[src/hw/rtl/mds_pkg.sv]
// Shared constants, command and status types for the markdown strip stream.
package mds_pkg;

	localparam int MAX_LINK_TEXT = 16;
	localparam int CNT_W         = $clog2(MAX_LINK_TEXT + 1);
	localparam int ST_AW         = (MAX_LINK_TEXT > 1) ? $clog2(MAX_LINK_TEXT) : 1;
	localparam int STK_DEPTH     = MAX_LINK_TEXT + 2;
	localparam int STK_CW        = $clog2(STK_DEPTH + 1);
	localparam int STK_AW        = $clog2(STK_DEPTH);
	localparam int RES_KEEP      = 39;
	localparam int RES_W         = $clog2(RES_KEEP + 1);

	localparam logic [7:0] CH_HASH  = 8'h23;
	localparam logic [7:0] CH_STAR  = 8'h2A;
	localparam logic [7:0] CH_DASH  = 8'h2D;
	localparam logic [7:0] CH_LBRK  = 8'h5B;
	localparam logic [7:0] CH_RBRK  = 8'h5D;
	localparam logic [7:0] CH_LPAR  = 8'h28;
	localparam logic [7:0] CH_RPAR  = 8'h29;
	localparam logic [7:0] CH_TICK  = 8'h60;
	localparam logic [7:0] CH_NL    = 8'h0A;
	localparam logic [7:0] CH_DOT   = 8'h2E;
	localparam logic [7:0] CH_BANG  = 8'h21;
	localparam logic [7:0] CH_QUERY = 8'h3F;
	localparam logic [7:0] CH_SPACE = 8'h20;

	typedef enum logic [2:0] {
		ACT_DONE,
		ACT_NL2,
		ACT_LINK_OUT,
		ACT_REPLAY_X,
		ACT_REPLAY_C
	} act_t;

	typedef enum logic [3:0] {
		CMD_NONE,
		CMD_LOAD,
		CMD_HELD,
		CMD_STEP,
		CMD_NL_SPACE,
		CMD_POP,
		CMD_PUSH_CUR,
		CMD_PUSH_CLOSE,
		CMD_PUSH_STORE,
		CMD_OPEN,
		CMD_LINK_EMIT,
		CMD_FLUSH_HELD,
		CMD_SUMMARY,
		CMD_FINISH
	} cmd_t;

	typedef struct packed {
		logic held_valid;
		logic held_drop;
		act_t act;
		logic stack_empty;
		logic cnt_zero;
		logic sweep_last;
		logic emit_ok;
		logic in_link;
		logic in_close;
	} status_t;

endpackage

[src/hw/rtl/mds_ctrl.sv]
// Sequencer that steps the datapath through one action per cycle, holding while the output has no room.
module mds_ctrl (
	input  logic              clk,
	input  logic              arst_n,
	input  logic              in_valid,
	input  logic              is_last,
	output logic              in_stall,
	input  mds_pkg::status_t  status,
	output mds_pkg::cmd_t     cmd
);

	typedef enum logic [3:0] {
		S_IDLE,
		S_FEED,
		S_NL_SPACE,
		S_LINK_EMIT,
		S_PUSH_CUR_C,
		S_PUSH_CUR,
		S_PUSH_CLOSE,
		S_SWEEP,
		S_OPEN,
		S_NEXT,
		S_FLUSH,
		S_FINISH
	} state_t;

	state_t state_q;
	state_t nxt;
	logic   last_q;
	logic   in_stall_q;

	always_comb begin
		nxt = state_q;
		cmd = mds_pkg::CMD_NONE;
		unique case (state_q)
			S_IDLE: begin
				if (in_valid) begin
					cmd = mds_pkg::CMD_LOAD;
					nxt = S_FEED;
				end
			end
			S_FEED: begin
				if (status.emit_ok) begin
					if (status.held_valid) begin
						cmd = mds_pkg::CMD_HELD;
						if (status.held_drop) begin
							nxt = S_NEXT;
						end
					end else begin
						cmd = mds_pkg::CMD_STEP;
						unique case (status.act)
							mds_pkg::ACT_NL2:      nxt = S_NL_SPACE;
							mds_pkg::ACT_LINK_OUT: nxt = S_LINK_EMIT;
							mds_pkg::ACT_REPLAY_X: nxt = S_PUSH_CUR;
							mds_pkg::ACT_REPLAY_C: nxt = S_PUSH_CUR_C;
							default:               nxt = S_NEXT;
						endcase
					end
				end
			end
			S_NL_SPACE: begin
				if (status.emit_ok) begin
					cmd = mds_pkg::CMD_NL_SPACE;
					nxt = S_NEXT;
				end
			end
			S_LINK_EMIT: begin
				if (status.emit_ok) begin
					cmd = mds_pkg::CMD_LINK_EMIT;
					if (status.sweep_last) begin
						nxt = S_NEXT;
					end
				end
			end
			S_PUSH_CUR_C: begin
				cmd = mds_pkg::CMD_PUSH_CUR;
				nxt = S_PUSH_CLOSE;
			end
			S_PUSH_CUR: begin
				cmd = mds_pkg::CMD_PUSH_CUR;
				nxt = status.cnt_zero ? S_OPEN : S_SWEEP;
			end
			S_PUSH_CLOSE: begin
				cmd = mds_pkg::CMD_PUSH_CLOSE;
				nxt = status.cnt_zero ? S_OPEN : S_SWEEP;
			end
			S_SWEEP: begin
				cmd = mds_pkg::CMD_PUSH_STORE;
				if (status.sweep_last) begin
					nxt = S_OPEN;
				end
			end
			S_OPEN: begin
				if (status.emit_ok) begin
					cmd = mds_pkg::CMD_OPEN;
					nxt = S_NEXT;
				end
			end
			S_NEXT: begin
				if (!status.stack_empty) begin
					cmd = mds_pkg::CMD_POP;
					nxt = S_FEED;
				end else if (last_q) begin
					nxt = S_FLUSH;
				end else begin
					nxt = S_FINISH;
				end
			end
			S_FLUSH: begin
				if (status.held_valid) begin
					if (status.emit_ok) begin
						cmd = mds_pkg::CMD_FLUSH_HELD;
					end
				end else if (status.in_link) begin
					nxt = status.cnt_zero ? S_OPEN : S_SWEEP;
				end else if (status.in_close) begin
					nxt = S_PUSH_CLOSE;
				end else if (status.emit_ok) begin
					cmd = mds_pkg::CMD_SUMMARY;
					nxt = S_FINISH;
				end
			end
			S_FINISH: begin
				if (status.emit_ok) begin
					cmd = mds_pkg::CMD_FINISH;
					nxt = S_IDLE;
				end
			end
			default: nxt = S_IDLE;
		endcase
	end

	always_ff @(posedge clk or negedge arst_n) begin
		if (!arst_n) begin
			state_q    <= S_IDLE;
			last_q     <= 1'b0;
			in_stall_q <= 1'b0;
		end else begin
			state_q    <= nxt;
			in_stall_q <= (nxt != S_IDLE);
			if (cmd == mds_pkg::CMD_LOAD) begin
				last_q <= is_last;
			end
		end
	end

	assign in_stall = in_stall_q;

endmodule

[src/hw/rtl/mds_dpath.sv]
// Datapath: filter state, link text store, replay stack and result stages.
module mds_dpath (
	input  logic              clk,
	input  logic              arst_n,
	input  logic [7:0]        in_char,
	input  mds_pkg::cmd_t     cmd,
	output mds_pkg::status_t  status,
	input  logic              out_stall,
	output logic              out_valid,
	output logic [7:0]        out_char,
	output logic              kind,
	output logic [15:0]       out_length,
	output logic              run_last
);

	typedef enum logic [2:0] {
		M_NORMAL,
		M_HASH,
		M_SPACE,
		M_LINK,
		M_CLOSE,
		M_URL
	} mode_t;

	logic [7:0]                  cur_q;
	logic [7:0]                  held_char_q;
	logic                        held_valid_q;
	logic                        ls_q;
	mode_t                       mode_q;
	logic [7:0]                  store_q [mds_pkg::MAX_LINK_TEXT];
	logic [mds_pkg::CNT_W-1:0]   lcnt_q;
	logic [mds_pkg::CNT_W-1:0]   idx_q;
	logic [7:0]                  lastem_q;
	logic [15:0]                 ecnt_q;
	logic [7:0]                  stk_q [mds_pkg::STK_DEPTH];
	logic [mds_pkg::STK_CW-1:0]  sp_q;
	logic [mds_pkg::RES_W-1:0]   resn_q;
	logic                        pend_v_q;
	logic [7:0]                  pend_c_q;
	logic                        pend_k_q;
	logic [15:0]                 pend_len_q;
	logic                        out_valid_q;
	logic [7:0]                  out_char_q;
	logic                        out_kind_q;
	logic [15:0]                 out_len_q;
	logic                        out_last_q;

	logic                        held_drop;
	logic                        term;
	logic [mds_pkg::CNT_W-1:0]   st_addr;
	logic [7:0]                  st_rd;
	logic                        sweep_last;
	logic [mds_pkg::STK_CW-1:0]  sp_m1;

	// step decode
	mode_t                       n_mode;
	logic                        n_ls;
	logic                        n_held_v;
	logic [7:0]                  n_held_c;
	logic                        st_we;
	logic [mds_pkg::CNT_W-1:0]   n_lcnt;
	logic                        step_em;
	logic [7:0]                  step_ch;
	mds_pkg::act_t               act;
	logic                        norm;

	logic                        em_req;
	logic [7:0]                  em_char;
	logic                        push_req;
	logic [7:0]                  push_data;
	logic                        keep;
	logic                        stage;
	logic                        mv;
	logic                        slot_free;
	logic                        emit_ok;

	assign held_drop = held_valid_q &&
		((held_char_q == mds_pkg::CH_STAR && cur_q == mds_pkg::CH_STAR) ||
		 (ls_q && cur_q == mds_pkg::CH_SPACE));
	assign term = (lastem_q == mds_pkg::CH_DOT) || (lastem_q == mds_pkg::CH_BANG) ||
		(lastem_q == mds_pkg::CH_QUERY) || (lastem_q == mds_pkg::CH_NL);

	// push sweep reads the store from the top down, link output from the bottom up
	assign st_addr = (cmd == mds_pkg::CMD_LINK_EMIT) ? idx_q :
		(lcnt_q - mds_pkg::CNT_W'(1) - idx_q);
	assign st_rd      = store_q[st_addr[mds_pkg::ST_AW-1:0]];
	assign sweep_last = ((idx_q + mds_pkg::CNT_W'(1)) == lcnt_q);
	assign sp_m1      = sp_q - mds_pkg::STK_CW'(1);

	always_comb begin
		n_mode   = mode_q;
		n_ls     = ls_q;
		n_held_v = held_valid_q;
		n_held_c = held_char_q;
		st_we    = 1'b0;
		n_lcnt   = lcnt_q;
		step_em  = 1'b0;
		step_ch  = cur_q;
		act      = mds_pkg::ACT_DONE;
		norm     = 1'b0;
		unique case (mode_q)
			M_HASH: begin
				if (cur_q == mds_pkg::CH_SPACE) begin
					n_mode = M_SPACE;
				end else if (cur_q != mds_pkg::CH_HASH) begin
					n_mode = M_NORMAL;
					norm   = 1'b1;
				end
			end
			M_SPACE: begin
				if (cur_q != mds_pkg::CH_SPACE) begin
					n_mode = M_NORMAL;
					norm   = 1'b1;
				end
			end
			M_LINK: begin
				if (cur_q == mds_pkg::CH_RBRK) begin
					n_mode = M_CLOSE;
				end else if (lcnt_q < mds_pkg::CNT_W'(mds_pkg::MAX_LINK_TEXT)) begin
					st_we  = 1'b1;
					n_lcnt = lcnt_q + mds_pkg::CNT_W'(1);
				end else begin
					act = mds_pkg::ACT_REPLAY_X;
				end
			end
			M_CLOSE: begin
				if (cur_q == mds_pkg::CH_LPAR) begin
					if (lcnt_q == '0) begin
						n_mode = M_URL;
					end else begin
						act = mds_pkg::ACT_LINK_OUT;
					end
				end else begin
					act = mds_pkg::ACT_REPLAY_C;
				end
			end
			M_URL: begin
				if (cur_q == mds_pkg::CH_RPAR) begin
					n_mode = M_NORMAL;
					n_ls   = 1'b0;
				end
			end
			default: begin
				n_mode = M_NORMAL;
				norm   = 1'b1;
			end
		endcase
		if (norm) begin
			priority if (ls_q && cur_q == mds_pkg::CH_HASH) begin
				n_mode = M_HASH;
				n_ls   = 1'b0;
			end else if (cur_q == mds_pkg::CH_STAR || (ls_q && cur_q == mds_pkg::CH_DASH)) begin
				n_held_c = cur_q;
				n_held_v = 1'b1;
			end else if (cur_q == mds_pkg::CH_LBRK) begin
				n_mode = M_LINK;
				n_lcnt = '0;
				n_ls   = 1'b0;
			end else begin
				n_ls = (cur_q == mds_pkg::CH_NL);
				if (cur_q == mds_pkg::CH_NL) begin
					if (ecnt_q != 16'd0) begin
						step_em = 1'b1;
						if (term) begin
							step_ch = mds_pkg::CH_SPACE;
						end else begin
							step_ch = mds_pkg::CH_DOT;
							act     = mds_pkg::ACT_NL2;
						end
					end
				end else if (cur_q != mds_pkg::CH_TICK) begin
					step_em = 1'b1;
				end
			end
		end
	end

	always_comb begin
		em_req    = 1'b0;
		em_char   = held_char_q;
		push_req  = 1'b0;
		push_data = cur_q;
		unique case (cmd)
			mds_pkg::CMD_HELD:       em_req = !held_drop;
			mds_pkg::CMD_FLUSH_HELD: em_req = 1'b1;
			mds_pkg::CMD_STEP: begin
				em_req  = step_em;
				em_char = step_ch;
			end
			mds_pkg::CMD_NL_SPACE: begin
				em_req  = 1'b1;
				em_char = mds_pkg::CH_SPACE;
			end
			mds_pkg::CMD_OPEN: begin
				em_req  = 1'b1;
				em_char = mds_pkg::CH_LBRK;
			end
			mds_pkg::CMD_LINK_EMIT: begin
				em_req  = 1'b1;
				em_char = st_rd;
			end
			mds_pkg::CMD_PUSH_CUR:   push_req = 1'b1;
			mds_pkg::CMD_PUSH_CLOSE: begin
				push_req  = 1'b1;
				push_data = mds_pkg::CH_RBRK;
			end
			mds_pkg::CMD_PUSH_STORE: begin
				push_req  = 1'b1;
				push_data = st_rd;
			end
			default: em_req = 1'b0;
		endcase
	end

	assign keep      = em_req && (resn_q < mds_pkg::RES_W'(mds_pkg::RES_KEEP));
	assign stage     = keep || (cmd == mds_pkg::CMD_SUMMARY);
	assign mv        = pend_v_q && (stage || cmd == mds_pkg::CMD_FINISH);
	assign slot_free = !out_valid_q || !out_stall;
	assign emit_ok   = !pend_v_q || slot_free;

	// control state
	always_ff @(posedge clk or negedge arst_n) begin
		if (!arst_n) begin
			held_char_q  <= '0;
			held_valid_q <= 1'b0;
			ls_q         <= 1'b1;
			mode_q       <= M_NORMAL;
			lcnt_q       <= '0;
			idx_q        <= '0;
			lastem_q     <= '0;
			ecnt_q       <= '0;
			sp_q         <= '0;
			resn_q       <= '0;
			pend_v_q     <= 1'b0;
			out_valid_q  <= 1'b0;
		end else begin
			// hold the sweep index while the sequencer waits for room
			if (cmd == mds_pkg::CMD_PUSH_STORE || cmd == mds_pkg::CMD_LINK_EMIT) begin
				idx_q <= sweep_last ? '0 : (idx_q + mds_pkg::CNT_W'(1));
			end else if (cmd != mds_pkg::CMD_NONE) begin
				idx_q <= '0;
			end
			if (em_req) begin
				lastem_q <= em_char;
				if (ecnt_q != 16'hFFFF) begin
					ecnt_q <= ecnt_q + 16'd1;
				end
			end
			if (keep) begin
				resn_q <= resn_q + mds_pkg::RES_W'(1);
			end
			if (push_req) begin
				sp_q <= sp_q + mds_pkg::STK_CW'(1);
			end
			unique case (cmd)
				mds_pkg::CMD_LOAD: resn_q <= '0;
				mds_pkg::CMD_HELD, mds_pkg::CMD_FLUSH_HELD: begin
					held_valid_q <= 1'b0;
					held_char_q  <= '0;
					ls_q         <= 1'b0;
				end
				mds_pkg::CMD_STEP: begin
					mode_q       <= n_mode;
					ls_q         <= n_ls;
					held_valid_q <= n_held_v;
					held_char_q  <= n_held_c;
					lcnt_q       <= n_lcnt;
				end
				mds_pkg::CMD_POP: sp_q <= sp_m1;
				mds_pkg::CMD_OPEN: begin
					mode_q <= M_NORMAL;
					lcnt_q <= '0;
					ls_q   <= 1'b0;
				end
				mds_pkg::CMD_LINK_EMIT: begin
					if (sweep_last) begin
						lcnt_q <= '0;
						mode_q <= M_URL;
					end
				end
				mds_pkg::CMD_SUMMARY: begin
					held_valid_q <= 1'b0;
					held_char_q  <= '0;
					ls_q         <= 1'b1;
					mode_q       <= M_NORMAL;
					lcnt_q       <= '0;
					lastem_q     <= '0;
					ecnt_q       <= '0;
				end
				default: ;
			endcase
			if (stage) begin
				pend_v_q <= 1'b1;
			end else if (cmd == mds_pkg::CMD_FINISH) begin
				pend_v_q <= 1'b0;
			end
			if (mv) begin
				out_valid_q <= 1'b1;
			end else if (!out_stall) begin
				out_valid_q <= 1'b0;
			end
		end
	end

	// payload storage
	always_ff @(posedge clk) begin
		if (cmd == mds_pkg::CMD_LOAD) begin
			cur_q <= in_char;
		end else if (cmd == mds_pkg::CMD_POP) begin
			cur_q <= stk_q[sp_m1[mds_pkg::STK_AW-1:0]];
		end
		if (cmd == mds_pkg::CMD_STEP && st_we) begin
			store_q[lcnt_q[mds_pkg::ST_AW-1:0]] <= cur_q;
		end
		if (push_req) begin
			stk_q[sp_q[mds_pkg::STK_AW-1:0]] <= push_data;
		end
		if (mv) begin
			out_char_q <= pend_c_q;
			out_kind_q <= pend_k_q;
			out_len_q  <= pend_len_q;
			out_last_q <= (cmd == mds_pkg::CMD_FINISH);
		end
		if (stage) begin
			if (cmd == mds_pkg::CMD_SUMMARY) begin
				pend_c_q   <= '0;
				pend_k_q   <= 1'b1;
				pend_len_q <= ecnt_q;
			end else begin
				pend_c_q   <= em_char;
				pend_k_q   <= 1'b0;
				pend_len_q <= '0;
			end
		end
	end

	assign status.held_valid  = held_valid_q;
	assign status.held_drop   = held_drop;
	assign status.act         = act;
	assign status.stack_empty = (sp_q == '0);
	assign status.cnt_zero    = (lcnt_q == '0);
	assign status.sweep_last  = sweep_last;
	assign status.emit_ok     = emit_ok;
	assign status.in_link     = (mode_q == M_LINK);
	assign status.in_close    = (mode_q == M_CLOSE);

	assign out_valid  = out_valid_q;
	assign out_char   = out_char_q;
	assign kind       = out_kind_q;
	assign out_length = out_len_q;
	assign run_last   = out_last_q;

	a_stack_room: assert property (@(posedge clk) disable iff (!arst_n)
		push_req |-> (sp_q < mds_pkg::STK_CW'(mds_pkg::STK_DEPTH)))
		else $error("replay stack overflow");

	a_no_clobber: assert property (@(posedge clk) disable iff (!arst_n)
		(stage && pend_v_q) |-> slot_free)
		else $error("result staged over an unsent beat");

	a_store_room: assert property (@(posedge clk) disable iff (!arst_n)
		(cmd == mds_pkg::CMD_STEP && st_we) |->
			(lcnt_q < mds_pkg::CNT_W'(mds_pkg::MAX_LINK_TEXT)))
		else $error("link store written past its end");

	a_summary_clean: assert property (@(posedge clk) disable iff (!arst_n)
		(cmd == mds_pkg::CMD_SUMMARY) |-> (sp_q == '0 && !held_valid_q &&
			mode_q != M_LINK && mode_q != M_CLOSE))
		else $error("summary issued with work outstanding");

	a_finish_empties: assert property (@(posedge clk) disable iff (!arst_n)
		(cmd == mds_pkg::CMD_FINISH) |=> !pend_v_q)
		else $error("step ended with a result still staged");

endmodule

[src/hw/rtl/markdown_strip_stream.sv]
// Top level of the markdown strip stream filter: sequencer plus datapath.
//
//   channel  | handshake              | payload
//   ---------+------------------------+---------------------------------------
//   input    | in_valid / in_stall    | in_char, is_last
//   output   | out_valid / out_stall  | out_char, kind, out_length, run_last
//
// Flow: one input beat at a time. A plain byte passes through accept, filter,
//   step end and hand-off of the final result; a held '*' or '-' adds a step, and a
//   newline that expands to ". " adds a step. Link text leaves at one byte a cycle
//   while the output has room; each byte of a failed link is pushed, popped and
//   filtered again.
// Reset: arst_n clears the control state at once; the link store needs no clearing.
// Stalls: results pass through a staging register and an output register, so one
//   result waits in each while out_stall is high; the sequencer holds until room.
module markdown_strip_stream (
	input  logic        clk,
	input  logic        arst_n,
	input  logic        in_valid,
	output logic        in_stall,
	input  logic [7:0]  in_char,
	input  logic        is_last,
	output logic        out_valid,
	input  logic        out_stall,
	output logic [7:0]  out_char,
	output logic        kind,
	output logic [15:0] out_length,
	output logic        run_last
);

	// command from the sequencer, status back from the datapath
	mds_pkg::cmd_t    cmd;
	mds_pkg::status_t status;

	// Sequencer: accepts a beat only when idle, then walks the held-byte check,
	// the mode step, replay pushes and pops, end-of-text flush and the summary.
	mds_ctrl u_ctrl (
		.clk      (clk),
		.arst_n   (arst_n),
		.in_valid (in_valid),
		.is_last  (is_last),
		.in_stall (in_stall),
		.status   (status),
		.cmd      (cmd)
	);

	// Datapath: filter state, link store, replay stack (a failed link is pushed
	// back in reverse so that it is read out ahead of anything still pending),
	// and the staging and output registers that mark the last result of a step.
	mds_dpath u_dpath (
		.clk        (clk),
		.arst_n     (arst_n),
		.in_char    (in_char),
		.cmd        (cmd),
		.status     (status),
		.out_stall  (out_stall),
		.out_valid  (out_valid),
		.out_char   (out_char),
		.kind       (kind),
		.out_length (out_length),
		.run_last   (run_last)
	);

endmodule

[config.mk]
export PLATFORM = sky130hd
export DESIGN_NAME = markdown_strip_stream
export DESIGN_NICKNAME = d
export VERILOG_FILES = /design/src/hw/rtl/mds_pkg.sv /design/src/hw/rtl/mds_ctrl.sv /design/src/hw/rtl/mds_dpath.sv /design/src/hw/rtl/markdown_strip_stream.sv
export SDC_FILE = /design/constraint.sdc
export NUM_CORES = 1
export LEC_CHECK = 0
export BUFFER_PORTS_ARGS = -buffer_cell sky130_fd_sc_hd__buf_2
export CAP_MARGIN = 20
export CORE_MARGIN = 4
export CORE_UTILIZATION = 34
export DETAILED_ROUTE_END_ITERATION = 8
export PLACE_DENSITY_LB_ADDON = 0.3
export RECOVER_POWER = 100
export SLEW_MARGIN = 20
export SYNTH_ARGS = -nofsm -noshare
export SYNTH_HDL_FRONTEND = slang
export SYNTH_SLANG_ARGS = --single-unit
[constraint.sdc]
create_clock -name clk -period 5.9 [get_ports clk]
set_clock_uncertainty 0.1 [all_clocks]
set_input_delay 0.59 -clock clk [delete_from_list [all_inputs] [get_ports clk]]
set_output_delay 0.59 -clock clk [all_outputs]
set_load 0.02 [all_outputs]
# == Yosys cells after proc, flatten, opt, wreduce, memory -nomap -nowiden ==
# Memory sizes are Yosys's and may differ from the RTL's.
# Index checks and enable logic that the tools add are counted.
# totals
reg_bits,125
latchBits,0
mem_bits_rw,272
mem_bits_ro,0
input_bits,13
output_inout_bits,28
wordCells,273
mem_count,2
# classes
add_sub_neg,8
mul,0
div,0
order_cmp,2
eq_ne,57
shifts,0
mux,131
n_bitwise,0
n_reduce_logical,50
# memory_table
memory,words,word_bits,read_ports,rd_clocked_by_memory_dff,write_ports,line_no,text
u_dpath.stk_q,18,8,1,0,1,mds_dpath.sv:35,logic [7:0] stk_q [mds_pkg::STK_DEPTH];
u_dpath.store_q,16,8,1,0,1,mds_dpath.sv:30,logic [7:0] store_q [mds_pkg::MAX_LINK_TEXT];
# ops
operator,count
2-to-1 mux 4 bit,26
2-to-1 mux 8 bit,13
"== test 8 x 6 -> 1 bit, second input constant",10
2-to-1 mux 3 bit,23
2-to-1 mux 5 bit,13
2-to-1 mux 16 bit,3
one-hot mux 4 bit (11 select lines),1
"== test 4 bit, second input constant",10
one-hot mux 4 bit (10 select lines),1
2-to-1 mux 1 bit,35
"== test 4 x 3 -> 1 bit, second input constant",8
one-hot mux 8 bit (2 select lines),2
one-hot mux 8 bit (4 select lines),1
"adder 16 x 1 -> 16 bit, second input constant",1
"== test 4 x 2 -> 1 bit, second input constant",4
"== test 8 x 4 -> 1 bit, second input constant",2
"== test 8 x 7 -> 1 bit, second input constant",2
"!= test 16 bit, second input constant",1
"!= test 8 x 6 -> 1 bit, second input constant",2
one-hot mux 4 bit (4 select lines),1
nonzero test 16 bit,1
nonzero test 2 bit,8
"adder 5 x 1 -> 5 bit, second input constant",3
one-hot mux 3 bit (5 select lines),1
other kinds (33),76

# == Logic depth before layout (Yosys ltp) ==
# Gate-level depths: netlist of run 1.
# logic_depth
word_depth,17
ltp_mapped,14
mapped_depth_nobuf,10

# == Hierarchy ==
# From an unflattened synthesis of run 1, not the netlist that was laid out.
# unflattened
cells_unflattened,1346
hier_area_um2,18335.1
# by_module_without_submodules
mod,n_inst,cells_each,area_per_inst_um2,seq_area_each_um2
mds_dpath,1,1237,17580.6,11442.2
mds_ctrl,1,109,754.5,150.1

# == Worst setup path after synthesis of run 1 ==
# No wires, ideal clock.
# synth_timing
kind,reg2reg
start,register u_dpath.sp_q[0] (netlist bit)
end,register u_dpath.pend_v_q
setup_time_ps,122
arrival_ps,4109
required_time_ps,5678
path_slack_ps,1569
stages_incl_launch_ff,13
path_buffers,3
synth_period_minus_slack_ps,4331
path_cell_list,dfrtp_1 -> clkbuf_1 -> buf_2 -> clkbuf_1 -> inv_1 -> ha_1 -> nor4b_4 -> or3_1 -> o211ai_1 -> a211oi_1 -> o311ai_2 -> nand2_1 -> a21o_1
# synth_between
elab_chain_cells,9
elab_cells_between_ends,17
classes_between,eq/ne: 8; mux: 4; reduce/logical: 5
# synth_rtl
item,line_no,text
"start, declared",mds_dpath.sv:36,logic [mds_pkg::STK_CW-1:0] sp_q;
"start signal, assigned",mds_dpath.sv:253,sp_q <= sp_q + mds_pkg::STK_CW'(1);
"start signal, assigned",mds_dpath.sv:269,mds_pkg::CMD_POP: sp_q <= sp_m1;
logical NOT 5 bit (*),mds_dpath.sv:340,assign status.stack_empty = (sp_q == '0);
2-to-1 mux 3 bit (*),mds_ctrl.sv:100,if (!status.stack_empty) begin
one-hot mux 4 bit (11 select lines) (*),mds_ctrl.sv:35,unique case (state_q)
== test 4 x 3 -> 1 bit / == test 4 bit (equally long branches),mds_dpath.sv:183,unique case (cmd)
OR reduction 4 bit (no source line),--,
one-hot mux 1 bit (3 select lines),mds_dpath.sv:183,
logical AND 1 bit,mds_dpath.sv:215,assign keep = em_req && (resn_q < mds_pkg::RES_W'(mds_pkg::RES_KEEP));
logical OR 1 bit (*),mds_dpath.sv:216,assign stage = keep || (cmd == mds_pkg::CMD_SUMMARY);
via u_dpath.stage,mds_dpath.sv:72,logic stage;
2-to-1 mux 1 bit / nonzero test 2 bit (equally long branches),--,
"end signal, assigned",mds_dpath.sv:234,pend_v_q <= 1'b0;
"end signal, assigned",mds_dpath.sv:293,pend_v_q <= 1'b1;
"end signal, assigned",mds_dpath.sv:295,pend_v_q <= 1'b0;
"end, declared",mds_dpath.sv:38,logic pend_v_q;
# The timed path passes the listed nets; every way through them passes the cells marked *.
# A chain may end at the register's enable or synchronous reset.

# == Worst setup path in the final report of run 1 ==
# layout_timing
start,register u_ctrl.state_q[0]
end,"memory u_dpath.stk_q[3][4], data pin"
# layout_between
elab_chain_cells,7
elab_cells_between_ends,20
classes_between,eq/ne: 14; mux: 3; reduce/logical: 2; memory: 1
# layout_rtl
item,line_no,text
"start, declared",mds_ctrl.sv:27,state_t state_q;
"start signal, assigned",mds_ctrl.sv:139,state_q <= nxt;
== test 4 x 3 -> 1 bit,mds_ctrl.sv:35,
OR reduction 2 bit (no source line),--,
one-hot mux 4 bit (11 select lines) (*),mds_ctrl.sv:35,
== test 4 bit,mds_dpath.sv:84,assign st_addr = (cmd == mds_pkg::CMD_LINK_EMIT) ? idx_q :
2-to-1 mux 4 bit,mds_dpath.sv:84,
memory read (16 x 8 bit),--,
one-hot mux 8 bit (2 select lines) (*),mds_dpath.sv:183,
via u_dpath.push_data[4],mds_dpath.sv:70,logic [7:0] push_data;
"end, declared",mds_dpath.sv:35,
# Marks and branches as above.

==> results of run 1 <==
==> routing by layer <==
| metal | part of all wire (%) | routed length [um] | global-route usage (%) |
|---|---|---|---|
| met1 | 44 | 20700 | 22.9 |
| met2 | 47 | 21700 | 25.2 |
| met3 | 5.8 | 2700 | 3.09 |
| met4 | 3.2 | 1480 | 5.38 |
| met5 | 0 | 0 | 0 |
==> tightest hold or removal path, delay by kind of cell <==
kind / cells / cell delay, ns
AOI/OAI and AO/OA: 1 / 0.06
buffers and inverters: 1 / 0.08
and+or+nand+nor: 1 / 0.03
==> final cells by class <==
class / count / share of cell area, %
sequential: 397 / 56.7
inverter: 20 / 0.367
timing repair buffer: 73 / 1.76
multi-input combinational: 862 / 30.3
clock inverter: 24 / 1.31
tap: 688 / 4.21
clock buffer: 52 / 5.37
==> worst min path at each step <==
stage | from | to | slack (ns)
6_report | is_last | u_ctrl.last_q$_DFFE_PN0P_ | 0.10
5_1_grt | is_last | u_ctrl.last_q$_DFFE_PN0P_ | 0.09
4_1_cts | arst_n | u_dpath.mode_q[2]$_DFFE_PN0P_ | 0.05
3_5_place_dp | u_dpath.pend_len_q[4]$_SDFFCE_PN0P_ | u_dpath.out_length[4]$_DFFE_PP_ | 0.30
3_3_place_gp | u_dpath.pend_len_q[7]$_SDFFCE_PN0P_ | u_dpath.out_length[7]$_DFFE_PP_ | 0.30
2_1_floorplan | arst_n | u_ctrl.in_stall$_DFF_PN0_ | 0.19
==> cell usage after synthesis (6+ instances only) <==
cell type  count  area share (%)
a21oi_1       40             1.1
nor4b_1        6            0.29
o211ai_1      18            0.74
o21a_1        12            0.50
mux4_2        40             5.0
nor4_1        12            0.41
a2111oi_0     13            0.63
nor3b_1       10            0.41
clkbuf_1      60             1.2
dfrtp_1       65             9.0
ha_1          16             1.1
nand2_1      100             2.1
or3_1         13            0.45
nor3_1        19            0.52
or2_2          7            0.24
nand2b_1      21            0.72
nor2b_1       11            0.38
xor2_1        11            0.53
inv_1         20            0.41
edfxtp_1     331              55
mux2i_1       31             1.7
nor2_1        89             1.8
and2_1        27            0.93
and3_1        56             1.9
and4_1         7            0.34
nand3_1       37             1.0
nand4_1        8            0.28
o31ai_1        9            0.37
buf_2         13            0.36
xnor2_1        9            0.43
o21ai_0       57             1.6
a31oi_1       14            0.48
a211oi_1      60             2.5
==> logic make-up (layout without fill, tap and decap cells) <==
logic type / count (synthesis) / in the layout / share of synthesized area (%)
compound gates: 301 / 301 / 11.6
xor+xnor: 21 / 21 / 1.09
fa+ha+maj: 17 / 17 / 1.21
buf+inv: 99 / 169 / 2.18
flops: 397 / 397 / 63.8
mux: 73 / 73 / 6.79
simple gates: 450 / 450 / 13.3
==> sequential cells by signal (all words and copies together) (netlist names), 3 cells and up <==
register / flops
u_dpath.out_length: 16
u_dpath.lastem_q: 8
u_dpath.idx_q: 5
u_dpath.out_char: 8
u_dpath.sp_q: 5
u_dpath.stk_q: 144
u_dpath.mode_q: 3
u_dpath.cur_q: 8
u_ctrl.state_q: 4
u_dpath.pend_c_q: 8
u_dpath.held_char_q: 8
u_dpath.lcnt_q: 5
u_dpath.ecnt_q: 16
u_dpath.resn_q: 6
u_dpath.pend_len_q: 16
u_dpath.store_q: 128
==> power by group through the flow <==
| stage | logic (mW) | registers [mW] | clock network (mW) |
|---|---|---|---|
| 2_1_floorplan | 2.77 | 4.31 | 0 |
| 3_3_place_gp | 4.04 | 4.42 | 0 |
| 3_5_place_dp | 4.08 | 4.43 | 0 |
| 4_1_cts | 4.09 | 4.37 | 2.67 |
| 5_1_grt | 4.42 | 4.41 | 2.82 |
| 6_report | 4.06 | 4.36 | 2.61 |
==> metrics by stage <==
step	setup WS (ns)	area, sq um	util [%]	power (mW)	hold slack, ns
2_1_floorplan	1.57	18200	-	7.08	0.194
3_3_place_gp	1.26	19200	36.3	8.46	0.301
3_5_place_dp	1.45	19200	36.4	8.51	0.305
4_1_cts	1.45	20600	39.0	11.1	0.0504
5_1_grt	0.604	20500	38.8	11.6	0.0901
6_report	0.949	20500	38.8	11.0	0.105
==> results.py, run 1 <==
metrics = {
    "worst_setup_path": {
        "cp_max_fo": 29,
        "r2r_cells": 9,
        "cp_num_buf_inv": 2,
        "crit_path_start": "u_ctrl.state_q[0]$_DFF_PN0_",
        "cp_slowest_cell": "a211oi_1",
        "reg2reg_to": "u_dpath.stk_q[3][4]$_DFFE_PP_",
        "crit_chain": "clkbuf_1, nand2_1, o21ai_2, nand2_1, a211oi_1, a2111oi_0, a211oi_1, a21oi_1, buf_4",
        "r2r_setup_slack_ns": 0.95,
        "crit_path_end": "u_dpath.stk_q[3][4]$_DFFE_PP_",
        "cp.required_ns": 6.11,
        "cp.depth": 9,
        "slowest_delay_ns": 0.91,
        "critPathLaunchType": "flop",
        "arrival_ns": 5.17,
        "worstSetupPathType": "flop to flop",
        "r2r_start": "u_ctrl.state_q[0]$_DFF_PN0_",
        "path_delay_family": "compound AO/OA/AOI/OAI gates",
        "crit_path_end_kind": "flop",
    },
    "power": {
        "cellPowerDensity_nw_per_um2": 539,
        "vdd_drop_max_uv": 286,
        "switching_share_pct": 38.4,
        "netSwitchingPower_mw": 4.23,
        "pwr-share-seq_pct": 39.5,
        "comb_power_share_pct": 36.8,
        "internal_power_mw": 6.79,
        "p_clk_share_pct": 23.7,
        "p_leak_nw": 7.01,
    },
    "yosys": {
        "syn-num-nets": 1388,
        "synthCells": 1358,
        "async_flop_share_pct": 16.6,
        "ys.warnings.count": 0,
        "avgSynthCellArea_sq_um": 13.4,
        "synth_edf_count": 331,
        "ys_seq_elements": 397,
        "yosysUniqueCellTypes": 84,
        "synth_flop_cell": "edfxtp_1",
        "yosysSeqAreaShare_pct": 63.8,
        "syn-cell-area_sq_um": 18200,
    },
    "route": {
        "vias": 11772,
        "dr.pass1.iters": 5,
        "first_iter_violations": 1205,
        "drcViolationCount": 0,
        "routed_wl_um": 46600,
        "viasPerCell": 5.56,
        "wl_per_cell_um": 22.0,
        "ant_nets": 0,
    },
    "placed_design": {
        "dp_cells": 2039,
        "port-buffer-count": 40,
        "gp_congestion": 0.874,
        "dp_hpwl_um": 31000,
    },
    "finish": {
        "layout-drive-gt1-share_pct": 11.0,
        "final_common_cell": "edfxtp_1",
        "multiInputGateArea_sq_um": 6200,
        "seq_area_sq_um": 11600,
        "areaGrowthSynthToFinish_pct": 12.7,
        "layout.nets": 1426,
        "fillerInstances": 5027,
        "final_cell_mix": "edfxtp_1, nand2_1, nor2_1",
        "layout.cells.non_filler": 2116,
        "diodes": 0,
    },
    "clock_tree": {
        "ctsHoldBuffers": 0,
        "root_buffer": "clkbuf_16",
        "cts_tree": "built",
        "ctsLongestPathBuffers": 3,
        "postCtsSetupBuffers": 0,
        "path_clk_slew_ns": 0.06,
        "cts_resized": 0,
        "numCtsBuffers": 42,
        "cts.sinks": 397,
        "ctsHtreeMaxLevel": 2,
        "insertion_delay_ns": 0.59,
    },
    "global_routing": {
        "overflow": 0,
        "grt_pass1_wl_um": 70900,
        "grt_pass1_vias": 11240,
        "grt_usage_pct": 16.2,
        "grt_max_degree": 67,
        "grt_antenna_before_repair": 0,
    },
    "die": {
        "fp.dieH_um": 239,
        "rows": 84,
        "coreArea_sq_um": 52800,
        "pin_count": 41,
        "die_width_um": 239,
        "die_area_sq_um": 57200,
        "start_util_pct": 34.4,
    },
    "sta": {
        "fin_crit_sh_pct": 83.9,
        "final.min_clock_period_ns": 4.95,
        "setup_viol": 0,
        "slew_viol_final": 129,
        "final_hold_viol_count": 0,
        "fmax_ghz": 0.202,
        "tightest_slew_ns": 3.78,
        "rsz0062_at_grt": "no",
        "finalSetupTns_ns": 0,
        "relSlewSlack_pct": -152,
    },
    "job": {
        "maxCapViolCount": 5,
    },
    "outcome": {
        "status": "finished with violations",
        "violations": "capacitance limit, slew limit",
    },
    "worst_hold_path": {
        "worstHoldPathCells": 3,
        "hp-class": "input pin to flop",
    },
}
Note: power is estimated with default switching activity, not from simulation.
==> run 2: changes to the inputs <==
- clock period: 5.9 -> 4.2 ns (I/O delays scaled with it)
==> results.py, run 2 (synthesis gave the netlist of run 1 again) <==
metrics = {
    "outcome": {
        "status": "finished with violations",
        "violations": "capacitance limit, slew limit",
    },
    "placed_design": {
        "dp_hpwl_um": 32400,
        "gp_congestion": 0.916,
        "port-buffer-count": 40,
        "dpl_worst_slack_ns": -0.0208,
    },
    "worst_setup_path": {
        "r2r_setup_slack_ns": 0.11,
        "reg2reg_to": "u_dpath.stk_q[10][4]$_DFFE_PP_",
        "arrival_ns": 4.31,
        "worstSetupPathType": "flop to flop",
        "r2r_cells": 14,
        "cp_max_fo": 18,
        "r2r_start": "u_dpath.idx_q[0]$_DFFE_PN0P_",
        "cp.required_ns": 4.42,
        "crit_path_end_kind": "flop",
        "critPathLaunchType": "flop",
    },
    "clock_tree": {
        "ctsHtreeMaxLevel": 2,
        "path_clk_slew_ns": 0.07,
        "ctsLongestPathBuffers": 3,
        "postCtsSetupBuffers": 0,
        "cts.sinks": 397,
        "insertion_delay_ns": 0.59,
        "numCtsBuffers": 43,
        "cts_tree": "built",
        "root_buffer": "clkbuf_16",
    },
    "sta": {
        "setup_viol": 0,
        "hold_slack_ns": 0.0410,
        "fin_crit_sh_pct": 97.4,
        "slew_viol_final": 67,
        "rsz0062_at_grt": "no",
        "final_hold_viol_count": 0,
        "final.min_clock_period_ns": 4.09,
        "fmax_ghz": 0.244,
        "finalSetupTns_ns": 0,
        "relSlewSlack_pct": -18.9,
        "fin_ws_ns": 0.109,
        "tightest_slew_ns": 1.78,
    },
    "finish": {
        "final_common_cell": "edfxtp_1",
        "final_cell_mix": "edfxtp_1, nand2_1, nor2_1",
        "fillerInstances": 4926,
        "layout.nets": 1505,
        "diodes": 0,
        "largest_reg_flops": 144,
        "areaGrowthSynthToFinish_pct": 16.5,
        "layout-drive-gt1-share_pct": 14.9,
    },
    "route": {
        "wl_per_cell_um": 21.5,
        "first_iter_violations": 971,
        "routed_wl_um": 47400,
        "ant_nets": 0,
        "dr.pass1.iters": 8,
        "viasPerCell": 5.52,
        "vias": 12142,
        "drcViolationCount": 0,
    },
    "die": {
        "coreArea_sq_um": 52800,
        "pin_count": 41,
        "start_util_pct": 34.4,
        "rows": 84,
        "die_area_sq_um": 57200,
        "die_width_um": 239,
        "fp.dieH_um": 239,
    },
    "power": {
        "pwr-share-seq_pct": 36.2,
        "p_clk_share_pct": 25.4,
        "internal_power_mw": 10.1,
        "vdd_drop_max_uv": 360,
        "netSwitchingPower_mw": 6.06,
        "power_mw": 16.2,
        "p_leak_nw": 7.40,
        "cellPowerDensity_nw_per_um2": 766,
        "switching_share_pct": 37.4,
        "comb_power_share_pct": 38.3,
    },
    "worst_hold_path": {
        "worstHoldPathCells": 3,
        "hp-class": "input pin to flop",
        "worstHoldStart": "in_char[7]",
        "hold_end": "u_dpath.cur_q[7]$_DFFE_PP_",
    },
    "global_routing": {
        "grt_pass1_vias": 11931,
        "grt_pass1_wl_um": 72400,
        "grt_usage_pct": 16.4,
        "overflow": 0,
        "grt_antenna_before_repair": 0,
        "grt_max_degree": 67,
    },
    "job": {
        "maxCapViolCount": 1,
    },
}
[run 2: changes by cell type in the layout (fill, tap and decap cells not counted), moves of 3 or more]
cell       delta
buf_4        +38
bufinv_16     +6
clkbuf_1     +16
clkbuf_2     +15
clkbuf_4      +3
[run 2: worst max-delay path by stage]
stage | depth (start not counted) | from | slack [ns] | end
3_3_place_gp | 10 | out_stall | 0.04 | u_dpath.stk_q[5][6]$_DFFE_PP_
2_1_floorplan | 12 | u_dpath.sp_q[0]$_DFFE_PN0P_ | 0.12 | u_dpath.kind$_DFFE_PP_
4_1_cts | 10 | u_dpath.idx_q[0]$_DFFE_PN0P_ | 0.12 | u_dpath.stk_q[15][2]$_DFFE_PP_
3_5_place_dp | 10 | out_stall | -0.02 | u_dpath.stk_q[6][6]$_DFFE_PP_
5_1_grt | 14 | u_dpath.idx_q[0]$_DFFE_PN0P_ | 0.01 | u_dpath.stk_q[1][6]$_DFFE_PP_
6_report | 14 | u_dpath.idx_q[0]$_DFFE_PN0P_ | 0.11 | u_dpath.stk_q[10][4]$_DFFE_PP_
[run 2: cell type report]
| class | count | area, sq um | area share (%) |
|---|---|---|---|
| repair buffers | 151 | 870 | 4.11 |
| clock buffers | 51 | 1120 | 5.27 |
| well taps | 688 | 861 | 4.07 |
| inverters | 20 | 75.1 | 0.355 |
| flip-flops and latches | 397 | 11600 | 54.8 |
| multi-input cells | 862 | 6200 | 29.3 |
| clock inverters | 29 | 447 | 2.11 |
[run 2: metrics by stage]
step | cell area [sq um] | utilization (%) | instances
after floorplan | 18200 | - | 1358
after global placement | 19800 | 37.5 | 2116
after detailed placement | 19800 | 37.5 | 2116
after CTS | 21400 | 40.5 | 2198
after global routing | 21200 | 40.1 | 2198
final | 21200 | 40.1 | 2198
[run 2: repair_timing]
action,4_1_cts,5_1_grt
gates resized for setup,1,3
pin swaps,0,0
endpoints found under the setup margin,18,36
hold buffers,2,0
endpoints found under the hold margin,66,0
[run 2: power by group through the flow]
stage,sequential (mW),clock [mW],combinational [mW]
6_report,5.87,4.12,6.21
5_1_grt,5.93,4.39,6.75
4_1_cts,5.86,4.22,6.30
3_5_place_dp,5.93,0,6.27
3_3_place_gp,5.91,0,6.23
2_1_floorplan,6.05,0,3.90
[run 2: critical path, stage by stage, from the launching register on]
cell	delay [ns]
dfrtp_1	0.36
inv_1	0.06
ha_1	0.23
fa_1	0.47
xor2_1	0.19
buf_4	0.16
a211oi_1	0.26
a31oi_1	0.09
buf_4	0.18
buf_4	0.16
a211oi_1	0.19
a2111oi_0	0.12
a211oi_1	0.79
a21oi_1	0.20
buf_4	0.25
[run 2: per-layer routing]
metal  global-route usage (%)  vias up  routed length, um
met5                        0        -                  0
met4                     5.72        0               1600
met3                     3.07      102               2550
met2                     26.8      401              22500
met1                     22.1     6072              20700
li1                         -     5567                  -
